[config.mk]
export PLATFORM = sky130hd
export DESIGN_NAME = fpe_split
export DESIGN_NICKNAME = d
export VERILOG_FILES = /design/src/rtl/fpe_pkg.sv /design/src/rtl/fpe_split.sv
export SDC_FILE = /design/constraint.sdc
export NUM_CORES = 1
export LEC_CHECK = 0
export ABC_AREA = 1
export BUFFER_PORTS_ARGS = -buffer_cell sky130_fd_sc_hd__buf_4
export CAP_MARGIN = 10
export CORE_MARGIN = 1.5
export CORE_UTILIZATION = 28
export CTS_BUF_LIST = sky130_fd_sc_hd__clkbuf_8 sky130_fd_sc_hd__clkbuf_16
export DETAILED_ROUTE_END_ITERATION = 10
export PLACE_DENSITY = 0.41
export SLEW_MARGIN = 20
export SYNTH_ARGS = -nofsm -noshare
export SYNTH_HDL_FRONTEND = slang
export SYNTH_SLANG_ARGS = --single-unit
[constraint.sdc]
create_clock -name i_clk -period 14.2 [get_ports i_clk]
set_input_delay 3.55 -clock i_clk [delete_from_list [all_inputs] [get_ports i_clk]]
set_output_delay 3.55 -clock i_clk [all_outputs]
set_load 0.03 [all_outputs]
[src/rtl/fpe_pkg.sv]
package fpe_pkg;

    localparam int C_NROM  = 25;
    localparam int C_NSTEP = 5;

    localparam logic [14:0] C_K       = 15'd10000;
    localparam logic [4:0]  C_MAX_INT = 5'd24;
    localparam logic [31:0] C_SAT_X   = 32'd250000;
    localparam logic [63:0] C_TWO32   = 64'h1_0000_0000;

    // rounded-up reciprocal of 10000, exact quotient for x below 250000
    localparam logic [18:0] C_NREC   = 19'((C_TWO32 + 64'd9999) / 64'd10000);
    // rounded-up 2^16/6, exact for r below 10000
    localparam logic [13:0] C_SIXREC = 14'd10923;

    localparam logic [15:0] C_DIV  = 16'd9999;
    localparam logic [18:0] C_DREC = 19'(C_TWO32 / 64'd9999);

    typedef logic [47:0] t_rom_v [C_NROM];
    typedef logic [34:0] t_rom_q [C_NROM];
    typedef logic [13:0] t_rom_r [C_NROM];

    localparam t_rom_v C_EXP_ROM = '{
        48'd10000, 48'd27183, 48'd73891, 48'd200855, 48'd545982,
        48'd1484132, 48'd4034288, 48'd10966332, 48'd29809580, 48'd81030839,
        48'd220264658, 48'd598741417, 48'd1627547914, 48'd4424133920,
        48'd12026042842, 48'd32690173725, 48'd88861105205, 48'd241549527536,
        48'd656599691373, 48'd1784823009632, 48'd4851651954098,
        48'd13188157344832, 48'd35849128461316, 48'd97448034462489,
        48'd264891221298435
    };

    // table entry split as Q*9999 + R so the final divide only sees R*a1
    function automatic t_rom_q f_build_q();
        t_rom_q t;
        for (int i = 0; i < C_NROM; i++) begin
            t[i] = 35'(C_EXP_ROM[i] / 48'd9999);
        end
        return t;
    endfunction

    function automatic t_rom_r f_build_r();
        t_rom_r t;
        for (int i = 0; i < C_NROM; i++) begin
            t[i] = 14'(C_EXP_ROM[i] % 48'd9999);
        end
        return t;
    endfunction

    localparam t_rom_q C_ROM_Q = f_build_q();
    localparam t_rom_r C_ROM_R = f_build_r();

    localparam logic [49:0] C_SAT_OUT = 50'(C_EXP_ROM[C_NROM-1]);

    // Horner divisors i*10000 for i = 5..1
    typedef logic [15:0] t_hdiv [C_NSTEP];
    typedef logic [18:0] t_hrec [C_NSTEP];

    localparam t_hdiv C_HDIV = '{16'd50000, 16'd40000, 16'd30000, 16'd20000, 16'd10000};
    localparam t_hrec C_HREC = '{
        19'(C_TWO32 / 64'd50000), 19'(C_TWO32 / 64'd40000), 19'(C_TWO32 / 64'd30000),
        19'(C_TWO32 / 64'd20000), 19'(C_TWO32 / 64'd10000)
    };

    typedef struct packed {
        logic [4:0]  n;
        logic [13:0] r;
        logic        sat;
    } t_split;

    typedef struct packed {
        logic [4:0]  n;
        logic [14:0] a1;
        logic        sat;
    } t_poly;

    // reciprocal estimate q0 is q or q-1; one compare fixes it
    function automatic logic [14:0] f_qfix(input logic [28:0] p, input logic [14:0] q0,
                                           input logic [15:0] d);
        logic [28:0] rem;
        rem = p - 29'(q0) * 29'(d);
        return (rem >= 29'(d)) ? q0 + 15'd1 : q0;
    endfunction

endpackage

[src/rtl/fpe_split.sv]
module fpe_split
    import fpe_pkg::*;
(
    input  logic        i_clk,
    input  logic        i_rst_n,
    input  logic        i_valid,
    output logic        o_ready,
    input  logic [31:0] i_x,
    output logic        o_valid,
    input  logic        i_ready,
    output t_split      o_data
);

    localparam int NS = 2;

    logic [NS-1:0] r_v;
    logic [NS:0]   en;
    logic          r_sat0;
    logic [17:0]   r_x;
    logic [36:0]   r_np;
    t_split        r_o;
    logic [4:0]    w_n;

    always_comb begin
        en[NS] = i_ready;
        for (int k = NS - 1; k >= 0; k--) begin
            en[k] = !r_v[k] || en[k+1];
        end
    end

    assign o_ready = en[0];
    assign o_valid = r_v[NS-1];
    assign o_data  = r_o;
    assign w_n     = r_np[36:32];

    always_ff @(posedge i_clk) begin
        if (!i_rst_n) begin
            r_v <= '0;
        end else begin
            if (en[0]) r_v[0] <= i_valid;
            if (en[1]) r_v[1] <= r_v[0];
        end
    end

    always_ff @(posedge i_clk) begin
        if (en[0] && i_valid) begin
            r_sat0 <= (i_x >= C_SAT_X);
            r_x    <= i_x[17:0];
            r_np   <= 37'(i_x[17:0]) * 37'(C_NREC);
        end
        if (en[1] && r_v[0]) begin
            r_o.n   <= r_sat0 ? C_MAX_INT : w_n;
            r_o.r   <= 14'(r_x - 18'(w_n) * 18'(C_K));
            r_o.sat <= r_sat0;
        end
    end

    a_split_range: assert property (@(posedge i_clk) disable iff (!i_rst_n)
        r_v[1] |-> (r_o.n <= C_MAX_INT) && (r_o.sat || r_o.r < 14'd10000))
        else $error("split produced out-of-range n or r");

endmodule

# After elaboration in Yosys (flattened, before gate mapping)
# Index checks and enable logic that the tools add are counted.
dict set report totals {
  reg_bits 74
  inputBits 36
  out_inout_bits 22
  word_cells 18
}
dict set report classes {
  add_sub_neg 1
  multipliers 2
  magnitude_cmp 1
  reduce_logical 6
}
# op n
set ops {}
lappend ops {{$mul 18x19->37 const B} 1}
lappend ops {{$ge 32x18->1 const B} 1}
lappend ops {{$sub 14x14->14} 1}
lappend ops {{$mul 5x10->10 const B} 1}
lappend ops {{$logic_and 1x1->1} 2}
lappend ops {{$logic_not 1->1} 2}
lappend ops {{$logic_or 1x1->1} 2}

# Depth between registers and ports, before layout
dict set report logic_depth {
  word_depth 4
  mapped_depth 23
  mapped_depth_nobuf 23
}

# Least setup slack after synthesis
# No wires, ideal clock.
dict set report synth_timing {
  path_type {input -> register}
  from {in i_x[15]}
  to {reg r_np[32] (data pin)}
  setup_time_ns 0.252
  t_arrival_ns 7.704
  required_ns 13.948
  setup_slack_ns 6.244
  path_stages 19
  path_buffers 0
  cell_sequence {fa_1 > inv_1 > fa_1 > inv_1 > fa_1 > fa_1 > fa_1 > inv_1 > fa_1 > inv_1 > ha_1 > nand2_1 > nor2_2 > inv_1 > nor2_2 > nor3b_2 > nand2_1 > nand3_1 > nand2_1}
}
dict set report synth_via {
  elab_chain_len 1
}
# item line_no
set synth_rtl {}
lappend synth_rtl {{start, declared} fpe_split.sv:8} ;# input logic [31:0] i_x,
lappend synth_rtl {{$mul 18x19->37} fpe_split.sv:49} ;# r_np <= 37'(i_x[17:0]) * 37'(C_NREC);
lappend synth_rtl {{end signal, assigned} fpe_split.sv:49}
lappend synth_rtl {{end, declared} fpe_split.sv:20} ;# logic [36:0] r_np;
# Every way passes these cells.
# A chain may end at the register's enable or synchronous reset.

# Worst setup path after layout
dict set report layout_timing {
  from {in i_x[14]}
  to {reg r_np[36] (data pin)}
}
# Same word-level chain as after synthesis.

==> run_results.csv <==
group,metric,value,unit
synthesis,synthTopCellsByCount,"inv_1, ha_1, nand2_1",
synthesis,synthFlopType,"edfxtp_1",
grt,antenna_found_initial,0,
die,coreArea,30000,um2
worst_setup_path,start_kind,"input pin",
synthesis,syn-cell-area,8600,um2
placed_design,pre_cts_ws,5560,ps
outcome,outcome,"completed",
synthesis,synth.area.top_cells,"fa_1, ha_1, edfxtp_1",
timing,setup_violations,0,
clock_network,insertion_delay,300,ps
clock_network,cts_buffers,5,
detailed_routing,drc_errors,0,
clock_network,cts_tree,"done",
die,dieWidth,178,um
timing,layout_min_cycle_time,8310,ps
die,die-area,31800,um2
finish,drive_above_1_share,0.0761,
worst_setup_path,crit_fanout,7,
synthesis,seq_area_frac_synth,0.144,
detailed_routing,drt_first_iter_violations,183,
synthesis,synth_top_area_share,0.303,
timing,rsz0062_at_grt,"no",
flow_run,cap_violations,0,
clock_network,cts_root_buffer,"clkbuf_16",
timing,layout_setup_ws,5890,ps
synthesis,ys_ff_latch,42,
clock_network,cts_hold_buf,0,
synthesis,netlist_instances,947,
worst_setup_path,rrSetupSlack,10860,ps
worst_setup_path,worstSetupPathType,"in -> reg",
die,row_count,63,
timing,max_freq,0.120,GHz
worst_setup_path,critPathRequiredTime,14260,ps
timing,fin_skew,12.0,ps
finish,fin_nets,1354,
detailed_routing,final_antenna_net_count,0,
synthesis,async_flop_share,0,
detailed_routing,vias,5921,
synthesis,syn_area_per_cell,9.08,um2
finish,syn2layout_area_growth,13.0,%
clock_network,numClockSinks,42,
finish,final_area,9720,um2
timing,maxSlewViolCount,0,
clock_network,clockBufferDepth,2,
synthesis,ys_warn_count,0,
synthesis,yosysMostFrequentCell,"inv_1",
timing,tightest_slew,898,ps
placed_design,placed_area,9520,um2
detailed_routing,wirelength,22600,um
timing,final_hold_viol_count,0,
finish,insertedDiodeCount,0,
detailed_routing,drt_first_pass_iters,4,
synthesis,synth_edf_count,40,
clock_network,ctsResizeCount,0,
worst_hold_path,hold_path_class,"reg -> reg",
clock_network,cts_setup_buffers,0,
clock_network,clkTransAtPathRegs,80,ps
worst_setup_path,end_kind,"register",
synthesis,synth_cell_type_count,31,
die,ios,58,
grt,gr-total-overflow,0,
clock_network,htreeDepth,2,
detailed_routing,post_drt_wl_per_cell,16.1,um
placed_design,dpl.cell_count,1394,
worst_setup_path,worstPathArrival,8370,ps
grt,grt_max_degree,21,
grt,grt_pass1_wl,36100,um
synthesis,synth_top_cell_by_area,"fa_1",
placed_design,place.gp.congestion,0.807,
placed_design,dp_hpwl,20400,um
timing,tns,0,ps
die,start_util,0.287,
finish,fill_cells,3146,
detailed_routing,avgViaCountPerCell,4.22,
grt,grt_pass1_vias,6467,
placed_design,io_buffers,57,
timing,relSlewSlack,0.401,
die,die_h,178,um
finish,fin_cells,1402,
timing,period_share,0.585,
synthesis,synth_nets,1290,
grt,groute.usage.overall,0.153,
[layer usage]
metal | GRT usage | part of all wire | vias to the layer above
met5 | 0 | 0 | -
met4 | 0.0389 | 0.021 | 0
met3 | 0.00810 | 0.021 | 21
met2 | 0.278 | 0.50 | 69
met1 | 0.196 | 0.45 | 2815
li1 | - | - | 3016
[layout make-up]
class                      count  area [um2]  share of cell area
sequential                    42        1240               0.128
timing repair buffer          57         428              0.0440
clock buffer                   5         125              0.0129
tap                          390         488              0.0502
clock inverter                 3        68.8             0.00708
inverter                     286        1070               0.110
multi-input combinational    619        6300               0.648
[metrics by stage]
step,util,hold WS [ps]
final,0.325,405
after global routing,0.325,427
after CTS,0.324,407
after detailed placement,0.318,405
after global placement,0.318,407
after floorplan,-,400
[critical path: stages]
cell and delay [ps]:
buf_4 160, ha_1 420, inv_1 90, fa_1 530
fa_1 540, fa_1 550, inv_1 60, fa_1 530
inv_1 50, fa_1 610, inv_1 60, ha_1 350
nand2_1 210, nor2_1 70, nand2_1 70, nand3_1 70
a21oi_1 240, nand2_1 80, nand2_1 60, nand2_1 40
[layout by cell type, fill, tap and decap left out]
| cell | Yosys | final |
|---|---|---|
| fa_1 | 130 | 130 |
| o21bai_1 | 4 | 4 |
| nand2_2 | 3 | 3 |
| a211oi_1 | 1 | 1 |
| inv_1 | 286 | 286 |
| xor2_1 | 8 | 8 |
| o21ai_1 | 1 | 1 |
| bufinv_16 | 0 | 2 |
| or4_1 | 1 | 1 |
| nand3b_1 | 1 | 1 |
| nand3_1 | 23 | 23 |
| nand4_1 | 5 | 5 |
| a31oi_1 | 1 | 1 |
| nor2_1 | 45 | 45 |
| dfxtp_1 | 2 | 2 |
| clkinv_4 | 0 | 1 |
| nand2_1 | 133 | 133 |
| nand2b_1 | 1 | 1 |
| xnor2_1 | 8 | 8 |
| nor3b_2 | 1 | 1 |
| or2_1 | 1 | 1 |
| buf_4 | 0 | 57 |
| ha_1 | 177 | 177 |
| nor4_1 | 3 | 3 |
| edfxtp_1 | 40 | 40 |
| nor2_2 | 2 | 2 |
| o21a_1 | 1 | 1 |
| a21oi_1 | 38 | 37 |
| nor2_4 | 1 | 1 |
| o21ai_0 | 16 | 16 |
| a21oi_4 | 0 | 1 |
| clkbuf_16 | 0 | 5 |
| nor3_1 | 6 | 6 |
| a21boi_0 | 1 | 1 |
| or2_2 | 4 | 4 |
| a21o_1 | 3 | 3 |
[sequential cells by signal, summed over array words and instances (netlist names)]
register and count:
o_data 20, r_np 5, r_sat0 1, r_v 2, r_x 14
[cells by family (layout without fill, tap and decap cells)]
family	after synthesis	after routing	share of synthesized area
compound gates	66	66	0.0415
flops	42	42	0.144
simple gates	230	230	0.113
fa+ha+maj	307	307	0.560
buf+inv	286	351	0.125
xor+xnor	16	16	0.0163
[path summary, 6_finish.rpt]
kind | from | to | cells past startpoint
max | i_x[14] | r_np[36]$_DFFE_PP_ | 20
min | r_x[1]$_DFFE_PP_ | o_data[2]$_DFFE_PP_ | 0
max reg2reg | r_np[34]$_DFFE_PP_ | o_data[14]$_DFFE_PP_ | 13
min reg2reg | r_x[1]$_DFFE_PP_ | o_data[2]$_DFFE_PP_ | 0
Power is not shown: default switching activity piles up to over one toggle a cycle in this logic, so the estimate is an artifact.
