**config.mk**
```make
export PLATFORM = sky130hd
export DESIGN_NAME = fpe_scale
export DESIGN_NICKNAME = d
export VERILOG_FILES = /design/src/rtl/fpe_pkg.sv /design/src/rtl/fpe_scale.sv
export SDC_FILE = /design/constraint.sdc
export NUM_CORES = 2
export LEC_CHECK = 0
export CORE_MARGIN = 8
export CORE_UTILIZATION = 61
export CTS_CLUSTER_DIAMETER = 30
export DETAILED_ROUTE_END_ITERATION = 12
export DONT_BUFFER_PORTS = 1
export PLACE_DENSITY = 0.85
export SYNTH_ARGS = -nofsm -noshare
export SYNTH_HDL_FRONTEND = slang
export SYNTH_SLANG_ARGS = --single-unit
```
**constraint.sdc**
```tcl
create_clock -name i_clk -period 8.7 [get_ports i_clk]
set_input_delay 0 -clock i_clk [delete_from_list [all_inputs] [get_ports i_clk]]
set_output_delay 0 -clock i_clk [all_outputs]
set_load 0.02 [all_outputs]
```
**src/rtl/fpe_pkg.sv**
```systemverilog
package fpe_pkg;

    localparam int C_NROM  = 25;
    localparam int C_NSTEP = 5;

    localparam logic [14:0] C_K       = 15'd10000;
    localparam logic [4:0]  C_MAX_INT = 5'd24;
    localparam logic [31:0] C_SAT_X   = 32'd250000;
    localparam logic [63:0] C_TWO32   = 64'h1_0000_0000;

    // rounded-up reciprocal of 10000, exact quotient for x below 250000
    localparam logic [18:0] C_NREC   = 19'((C_TWO32 + 64'd9999) / 64'd10000);
    // rounded-up 2^16/6, exact for r below 10000
    localparam logic [13:0] C_SIXREC = 14'd10923;

    localparam logic [15:0] C_DIV  = 16'd9999;
    localparam logic [18:0] C_DREC = 19'(C_TWO32 / 64'd9999);

    typedef logic [47:0] t_rom_v [C_NROM];
    typedef logic [34:0] t_rom_q [C_NROM];
    typedef logic [13:0] t_rom_r [C_NROM];

    localparam t_rom_v C_EXP_ROM = '{
        48'd10000, 48'd27183, 48'd73891, 48'd200855, 48'd545982,
        48'd1484132, 48'd4034288, 48'd10966332, 48'd29809580, 48'd81030839,
        48'd220264658, 48'd598741417, 48'd1627547914, 48'd4424133920,
        48'd12026042842, 48'd32690173725, 48'd88861105205, 48'd241549527536,
        48'd656599691373, 48'd1784823009632, 48'd4851651954098,
        48'd13188157344832, 48'd35849128461316, 48'd97448034462489,
        48'd264891221298435
    };

    // table entry split as Q*9999 + R so the final divide only sees R*a1
    function automatic t_rom_q f_build_q();
        t_rom_q t;
        for (int i = 0; i < C_NROM; i++) begin
            t[i] = 35'(C_EXP_ROM[i] / 48'd9999);
        end
        return t;
    endfunction

    function automatic t_rom_r f_build_r();
        t_rom_r t;
        for (int i = 0; i < C_NROM; i++) begin
            t[i] = 14'(C_EXP_ROM[i] % 48'd9999);
        end
        return t;
    endfunction

    localparam t_rom_q C_ROM_Q = f_build_q();
    localparam t_rom_r C_ROM_R = f_build_r();

    localparam logic [49:0] C_SAT_OUT = 50'(C_EXP_ROM[C_NROM-1]);

    // Horner divisors i*10000 for i = 5..1
    typedef logic [15:0] t_hdiv [C_NSTEP];
    typedef logic [18:0] t_hrec [C_NSTEP];

    localparam t_hdiv C_HDIV = '{16'd50000, 16'd40000, 16'd30000, 16'd20000, 16'd10000};
    localparam t_hrec C_HREC = '{
        19'(C_TWO32 / 64'd50000), 19'(C_TWO32 / 64'd40000), 19'(C_TWO32 / 64'd30000),
        19'(C_TWO32 / 64'd20000), 19'(C_TWO32 / 64'd10000)
    };

    typedef struct packed {
        logic [4:0]  n;
        logic [13:0] r;
        logic        sat;
    } t_split;

    typedef struct packed {
        logic [4:0]  n;
        logic [14:0] a1;
        logic        sat;
    } t_poly;

    // reciprocal estimate q0 is q or q-1; one compare fixes it
    function automatic logic [14:0] f_qfix(input logic [28:0] p, input logic [14:0] q0,
                                           input logic [15:0] d);
        logic [28:0] rem;
        rem = p - 29'(q0) * 29'(d);
        return (rem >= 29'(d)) ? q0 + 15'd1 : q0;
    endfunction

endpackage

```
**src/rtl/fpe_scale.sv**
```systemverilog
module fpe_scale
    import fpe_pkg::*;
(
    input  logic        i_clk,
    input  logic        i_rst_n,
    input  logic        i_valid,
    output logic        o_ready,
    input  t_poly       i_data,
    output logic        o_valid,
    input  logic        i_ready,
    output logic [49:0] o_exp
);

    localparam int NS = 4;

    logic [NS-1:0] r_v;
    logic [NS:0]   en;
    logic          r_sat [NS-1];
    logic [34:0]   r_q;
    logic [13:0]   r_rm;
    logic [14:0]   r_a1;
    logic [49:0]   r_hi;
    logic [49:0]   r_hi2;
    logic [28:0]   r_lo;
    logic [28:0]   r_lob;
    logic [14:0]   r_lq0;
    logic [49:0]   r_out;

    always_comb begin
        en[NS] = i_ready;
        for (int k = NS - 1; k >= 0; k--) begin
            en[k] = !r_v[k] || en[k+1];
        end
    end

    assign o_ready = en[0];
    assign o_valid = r_v[NS-1];
    assign o_exp   = r_out;

    always_ff @(posedge i_clk) begin
        if (!i_rst_n) begin
            r_v <= '0;
        end else begin
            if (en[0]) r_v[0] <= i_valid;
            for (int k = 1; k < NS; k++) begin
                if (en[k]) r_v[k] <= r_v[k-1];
            end
        end
    end

    always_ff @(posedge i_clk) begin
        if (en[0] && i_valid) begin
            r_q      <= C_ROM_Q[i_data.n];
            r_rm     <= C_ROM_R[i_data.n];
            r_a1     <= i_data.a1;
            r_sat[0] <= i_data.sat;
        end
        if (en[1] && r_v[0]) begin
            r_hi     <= 50'(r_q) * 50'(r_a1);
            r_lo     <= 29'(r_rm) * 29'(r_a1);
            r_sat[1] <= r_sat[0];
        end
        if (en[2] && r_v[1]) begin
            r_hi2    <= r_hi;
            r_lob    <= r_lo;
            r_lq0    <= 15'((48'(r_lo) * 48'(C_DREC)) >> 32);
            r_sat[2] <= r_sat[1];
        end
        if (en[3] && r_v[2]) begin
            r_out <= r_sat[2] ? C_SAT_OUT : r_hi2 + 50'(f_qfix(r_lob, r_lq0, C_DIV));
        end
    end

    a_exp_floor: assert property (@(posedge i_clk) disable iff (!i_rst_n)
        r_v[NS-1] |-> (r_out >= 50'(C_K)))
        else $error("exponential result below one");

endmodule

```
After elaboration in Yosys (flattened, before gate mapping)
Memory sizes are Yosys's and may differ from the RTL's. A register that Yosys moved wholly into a read port is not among the register bits. Index checks and enable logic that the tools add are counted.

Reductions and logical operators: 12. Bitwise gates (word level): 1. Magnitude comparators: 1. Multipliers: 4. $add $sub $neg: 3. Muxes and demuxes: 7.

Operators with widths (count): adder 50 x 15 -> 50 bit (1); multiplier 35 x 15 -> 50 bit (1); multiplier 29 x 19 -> 47 bit (second input constant) (1); greater-or-equal comparator 29 x 14 -> 1 bit (second input constant) (1); multiplier 14 x 15 -> 29 bit (1); multiplier 15 x 14 -> 29 bit (second input constant) (1); subtractor 29 bit (1); adder 15 x 1 -> 15 bit (second input constant) (1); 2-to-1 mux 15 bit (1); 2-to-1 mux 1 bit (6); inverter 5 -> 6 bit (1); logical AND 1 bit (4); logical NOT 1 bit (4); logical OR 1 bit (4).

Memories: 3. Bits in writable memories: 3. ROM bits: 1568. Input port bits: 25. Bits in registers: 242.

Memory list: (no name shown) (depth 32, bits a word 35, read ports 1, clocked after memory_dff 1, wr ports 0, RTL line fpe_scale.sv:53) `r_q <= C_ROM_Q[i_data.n];`; (no name shown) (depth 32, bits a word 14, read ports 1, clocked after memory_dff 1, wr ports 0, RTL line fpe_scale.sv:54) `r_rm <= C_ROM_R[i_data.n];`; r_sat (depth 3, bits a word 1, read ports 3, clocked after memory_dff 0, wr ports 3, RTL line fpe_scale.sv:18) `logic r_sat [NS-1];`.

Depth between registers and ports, before layout
Word-level depth: 8. Mapped depth: 38. Depth with buffers taken out: 35.

Worst setup path before layout
No wires, ideal clock.

Kind: register to register. Start: register r_lq0[7]. End: register r_out[42] (netlist: o_exp[42]) (data pin). Data arrival time: 8588 ps. Library setup time: 266 ps. Cell stages (with the launch flop): 35. Clock period less this slack: 8854 ps. Path slack: -154 ps. Required time: 8434 ps. Cells stage by stage: edfxtp_1 > fa_1 > ha_1 > inv_1 > fa_1 > fa_1 > fa_1 > inv_1 > fa_1 > inv_1 > ha_1 > clkbuf_1 > and3_1 > a22oi_1 > a211oi_1 > a311oi_1 > mux2i_1 > a211oi_1 > nor4_2 > nand4_2 > buf_6 > xnor2_1 > ha_1 > fa_1 > a21oi_1 > o21bai_1 > a21oi_1 > o21a_1 > nor3_1 > a41oi_1 > a2111oi_2 > buf_2 > o2111ai_1 > xor2_1 > nor2_1.

Cells in the longest elaborated chain, start to end: 5.

Ends and longest elaborated chain: start, declared (RTL line fpe_scale.sv:26) `logic [14:0] r_lq0;`; start signal, assigned (RTL line fpe_scale.sv:66) `r_lq0 <= 15'((48'(r_lo) * 48'(C_DREC)) >> 32);`; multiplier 15 x 14 -> 29 bit (RTL line fpe_pkg.sv:81) `rem = p - 29'(q0) * 29'(d);`; subtractor 29 bit (RTL line fpe_pkg.sv:81); greater-or-equal comparator 29 x 14 -> 1 bit (RTL line fpe_pkg.sv:82) `return (rem >= 29'(d)) ? q0 + 15'd1 : q0;`; 2-to-1 mux 15 bit * (RTL line fpe_pkg.sv:82); adder 50 x 15 -> 50 bit * (RTL line fpe_scale.sv:70) `r_out <= r_sat[2] ? C_SAT_OUT : r_hi2 + 50'(f_qfix(r_lob, r_lq0, C_DIV));`; end signal, assigned (RTL line fpe_scale.sv:70); end, declared (RTL line fpe_scale.sv:27) `logic [49:0] r_out;`.

Mark *: on every way between the ends. The rest lies on a longest branch, timed or not. A chain may end at the register's enable or synchronous reset.

Worst setup path in the final report
Start: register r_lq0[12]. End: register r_out[40] (netlist: o_exp[40]) (data pin).

The elaborated chain is that of the path after synthesis.

==> results.md <==
| Parameter | Value |
|---|---|
| Total of flip-flops plus latches after synthesis | 292 |
| Share of the yosys chip area belonging to registers | 17.8% |
| Layer with the highest usage after global routing | met2 |
| Post-DP HPWL | 94900 um |
| Most common flop cell mapped by yosys | sky130_fd_sc_hd__edfxtp_1 |
| Area of the die | 89700 um2 |
| Met1 demand-to-capacity share in global routing | 34.9% |
| Grt met2 use | 45.5% |
| Wire length of the first global-routing pass | 196000 um |
| Area of the core | 80000 um2 |
| Per-cell routed wire length | 20.2 um |
| Final ANT Viol Nets | 0 |
| Number of setup violations in the final report | 4 |
| Number of buffer cells added on primary ports | 0 |
| Iteration-0 DRC Markers | 3040 |
| Number of hold violations in the final report | 0 |
| Congestion Overflow GR | 0 |
| Synth area leaders | sky130_fd_sc_hd__fa_1, sky130_fd_sc_hd__edfxtp_1, sky130_fd_sc_hd__ha_1 |
| Pin count of the biggest net entering global routing | 81 |
| Count of maximum capacitance violations | 0 |
| Clock buffer count from CTS | 46 |
| Final period utilization | 100% |
| Number of cells produced by synthesis | 4892 |
| Signed area change from the synthesized netlist to the final layout | 8.13% |
| Clock Pin Slew Worst Setup and Hold Paths | 0.06 ns |
| Number of unique standard cell types used by synthesis | 84 |
| Cell Rows | 104 |
| Slowest library cell on the worst path | sky130_fd_sc_hd__or4b_4 |
| Yosys Warn Count | 0 |
| Slew at the pin closest to its max-slew limit | 1.28 ns |
| Effective utilization at floorplan | 61.3% |
| Most used cell along the critical path | sky130_fd_sc_hd__ha_1 |
| H-tree levels | 2 |
| GR Util met3 | 5.68% |
| CTS tree | built |
| Worst slew margin relative to its limit | 14.4% |
| Via count of the first global-routing pass | 37900 |
| Average size of a mapped cell | 10.0 um2 |
| Fraction of layout instances using a drive strength above 1 | 5.67% |
| Cell area after synthesis | 49000 um2 |
| Cell type group with the largest total delay on the critical path | adder cells |
| Overall Global Routing Usage | 27.1% |
| Type of origin of the critical path | flop |
| Num ports | 77 |
| CP endpoint kind | flop |
| Synth async-reset ratio | 0% |
| Largest area contributor in the synthesized netlist | sky130_fd_sc_hd__fa_1 |
| Total count of max-transition violations in the final report | 0 |
| Die width | 299 um |
| DR pass1 iterations | 7 |
| Status | finished, violations left |
| Shortest clock period the worst path allows after layout | 8.72 ns |
| Number of flops mapped to enable cells by yosys | 288 |
| Path type of the worst setup path | reg -> reg |
| Unrepaired setup endpoints after global routing | yes |
| Longest Clk Path Bufs | 3 |
| Max stage delay on crit path | 0.56 ns |
| Via-to-Cell Ratio | 5.83 |
| Clk Latency, worst-skew pair | 0.61 ns |
| Synth top area share | 36.1% |
| Arrival time reported for the critical path endpoint | 9.05 ns |
| Top-count cell post-synth | sky130_fd_sc_hd__inv_1 |
| Data required time of the worst path | 9.03 ns |
| Number of buffers and inverters on the critical path | 8 |
| Failing checks | negative setup slack |
| Global placer's final weighted congestion | 0.991 |
| Routed via count | 35000 |
| Die span in y | 299 um |
| Total DRC errors in the routed layout | 0 |
| Setup Skew | 0.0404 ns |
| Number of sinks driven by the clock tree | 292 |
| WL final | 121000 um |
| Post-synth top cells | sky130_fd_sc_hd__inv_1, sky130_fd_sc_hd__fa_1, sky130_fd_sc_hd__ha_1, sky130_fd_sc_hd__nand2_1, sky130_fd_sc_hd__and2_1 |
| Highest net fanout along the worst path | 7 |
| Final non-filler cell area | 53000 um2 |
| Fmax | 115 MHz |
| Class of the worst hold path | in -> reg |
| Cell Area, Placed | 50400 um2 |
| Total of fill cells in the finished design | 5718 |
| Initial antenna violation count | 2 |
| Number of nets at the end of the flow | 6382 |
| Root cell of the clock tree | sky130_fd_sc_hd__clkbuf_16 |
| Smallest setup slack after layout | -0.0196 ns |
| Post-Synthesis Net Count | 6369 |
==> flip-flops by register name, summed over array words and instances, names as in the netlist <==
name	flops
r_v	4
r_q	33
r_hi	50
r_lob	29
o_exp	50
r_sat	3
r_hi2	50
r_lo	29
r_rm	14
r_a1	15
r_lq0	15
==> worst reg2reg max path: cells and delay by family, from the launching register on <==
| kind | cells | cell delay, ns |
|---|---|---|
| flops | 1 | 0.47 |
| compound gates | 9 | 1.85 |
| simple gates | 8 | 1.79 |
| xor+xnor | 2 | 0.28 |
| fa+ha+maj | 8 | 2.88 |
| mux | 1 | 0.17 |
| buf+inv | 8 | 1.01 |
==> path summary, 6_finish.rpt <==
check / from / to / slack [ns] / cells past startpoint
max: r_lq0[12]$_DFFE_PP_ / o_exp[40]$_SDFFCE_PP0P_ / -0.02 / 36
min: i_data[19] / r_rm[8]$_DFFE_PP_ / 0.04 / 2
max reg2reg: r_lq0[12]$_DFFE_PP_ / o_exp[40]$_SDFFCE_PP0P_ / -0.02 / 36
min reg2reg: r_hi[24]$_DFFE_PP_ / r_hi2[24]$_DFFE_PP_ / 0.39 / 0
==> kinds of logic after synthesis <==
logic type / after synthesis / synth area share [%]
buffers and inverters: 1293 / 9.92
adders and majority gates: 1452 / 50.6
muxes: 10 / 0.237
xor gates and xnor gates: 149 / 2.66
AOI/OAI and AO/OA: 523 / 7.04
and+or+nand+nor: 1173 / 11.8
DFF: 292 / 17.8
==> layout make-up <==
type | count | area (um2) | share of cell area [%]
timing repair buffer | 135 | 1230 | 2.32
tap | 1060 | 1330 | 2.50
multi-input combinational | 3307 | 35900 | 67.6
antenna | 1 | 2.50 | 0.00472
clock inverter | 38 | 495 | 0.935
inverter | 1123 | 4220 | 7.95
clock buffer | 47 | 1150 | 2.18
sequential | 292 | 8730 | 16.5
==> through the flow <==
step                util [%]  worst slack [ns]  hold slack (ns)  TNS, ns  std cells
finish                  66.2           -0.0196           0.0395  -0.0390       6003
global route            66.2            -0.323           0.0324    -5.73       6002
CTS                     65.5            0.0147          0.00182        0       5981
detailed placement      63.0            -0.117           0.0989    -1.17       5862
global placement        63.0            0.0717           0.0989        0       5862
floorplan                  -            0.0158           0.0989        0       4892
==> cell usage in the layout (no fill, tap or decap), types with 9 or more instances in the layout <==
cell type                       synthesis  final
sky130_fd_sc_hd__o21ai_0               86     82
sky130_fd_sc_hd__a31oi_1               19     18
sky130_fd_sc_hd__a21oi_1              144    135
sky130_fd_sc_hd__clkbuf_16              0     48
sky130_fd_sc_hd__nand4_1               23     23
sky130_fd_sc_hd__nand3_1               42     42
sky130_fd_sc_hd__and3_1                26     25
sky130_fd_sc_hd__nor2_1               123    123
sky130_fd_sc_hd__o22ai_1               10     10
sky130_fd_sc_hd__nor2b_1               27     25
sky130_fd_sc_hd__xnor2_1               97     93
sky130_fd_sc_hd__or2_2                  9      9
sky130_fd_sc_hd__fa_1                 883    880
sky130_fd_sc_hd__o211ai_1              19     19
sky130_fd_sc_hd__xor2_1                52     52
sky130_fd_sc_hd__and2_1               336    335
sky130_fd_sc_hd__dlygate4sd3_1          0     30
sky130_fd_sc_hd__a211oi_1              28     25
sky130_fd_sc_hd__o21bai_1              21     21
sky130_fd_sc_hd__nor3_1                29     25
sky130_fd_sc_hd__inv_6                  0      9
sky130_fd_sc_hd__a21oi_2                1     10
sky130_fd_sc_hd__nand2b_1              23     23
sky130_fd_sc_hd__a21o_1                59     59
sky130_fd_sc_hd__buf_4                  0     90
sky130_fd_sc_hd__edfxtp_1             288    288
sky130_fd_sc_hd__inv_1               1120   1115
sky130_fd_sc_hd__o31ai_1                9      9
sky130_fd_sc_hd__ha_1                 569    560
sky130_fd_sc_hd__o21a_1                30     30
sky130_fd_sc_hd__nand2_1              497    494
==> metal layers <==
layer / vias up / wire, um
li1: 15300 / -
met1: 17700 / 46600
met2: 1690 / 58700
met3: 324 / 11000
met4: 0 / 4920
met5: - / 0
==> timing repair <==
| action | CTS | global route |
|---|---|---|
| endpoints found under the hold margin | 83 | 0 |
| setup buffers | 2 | 18 |
| gates cloned | 0 | 3 |
| endpoints found under the setup margin | 20 | 37 |
| pin swaps | 3 | 38 |
| resized for setup | 6 | 78 |
| hold buffers | 32 | 0 |
Power is left out: the tool's default activity adds up to more than one toggle a clock period on the data nets, which glitch-free logic cannot reach.
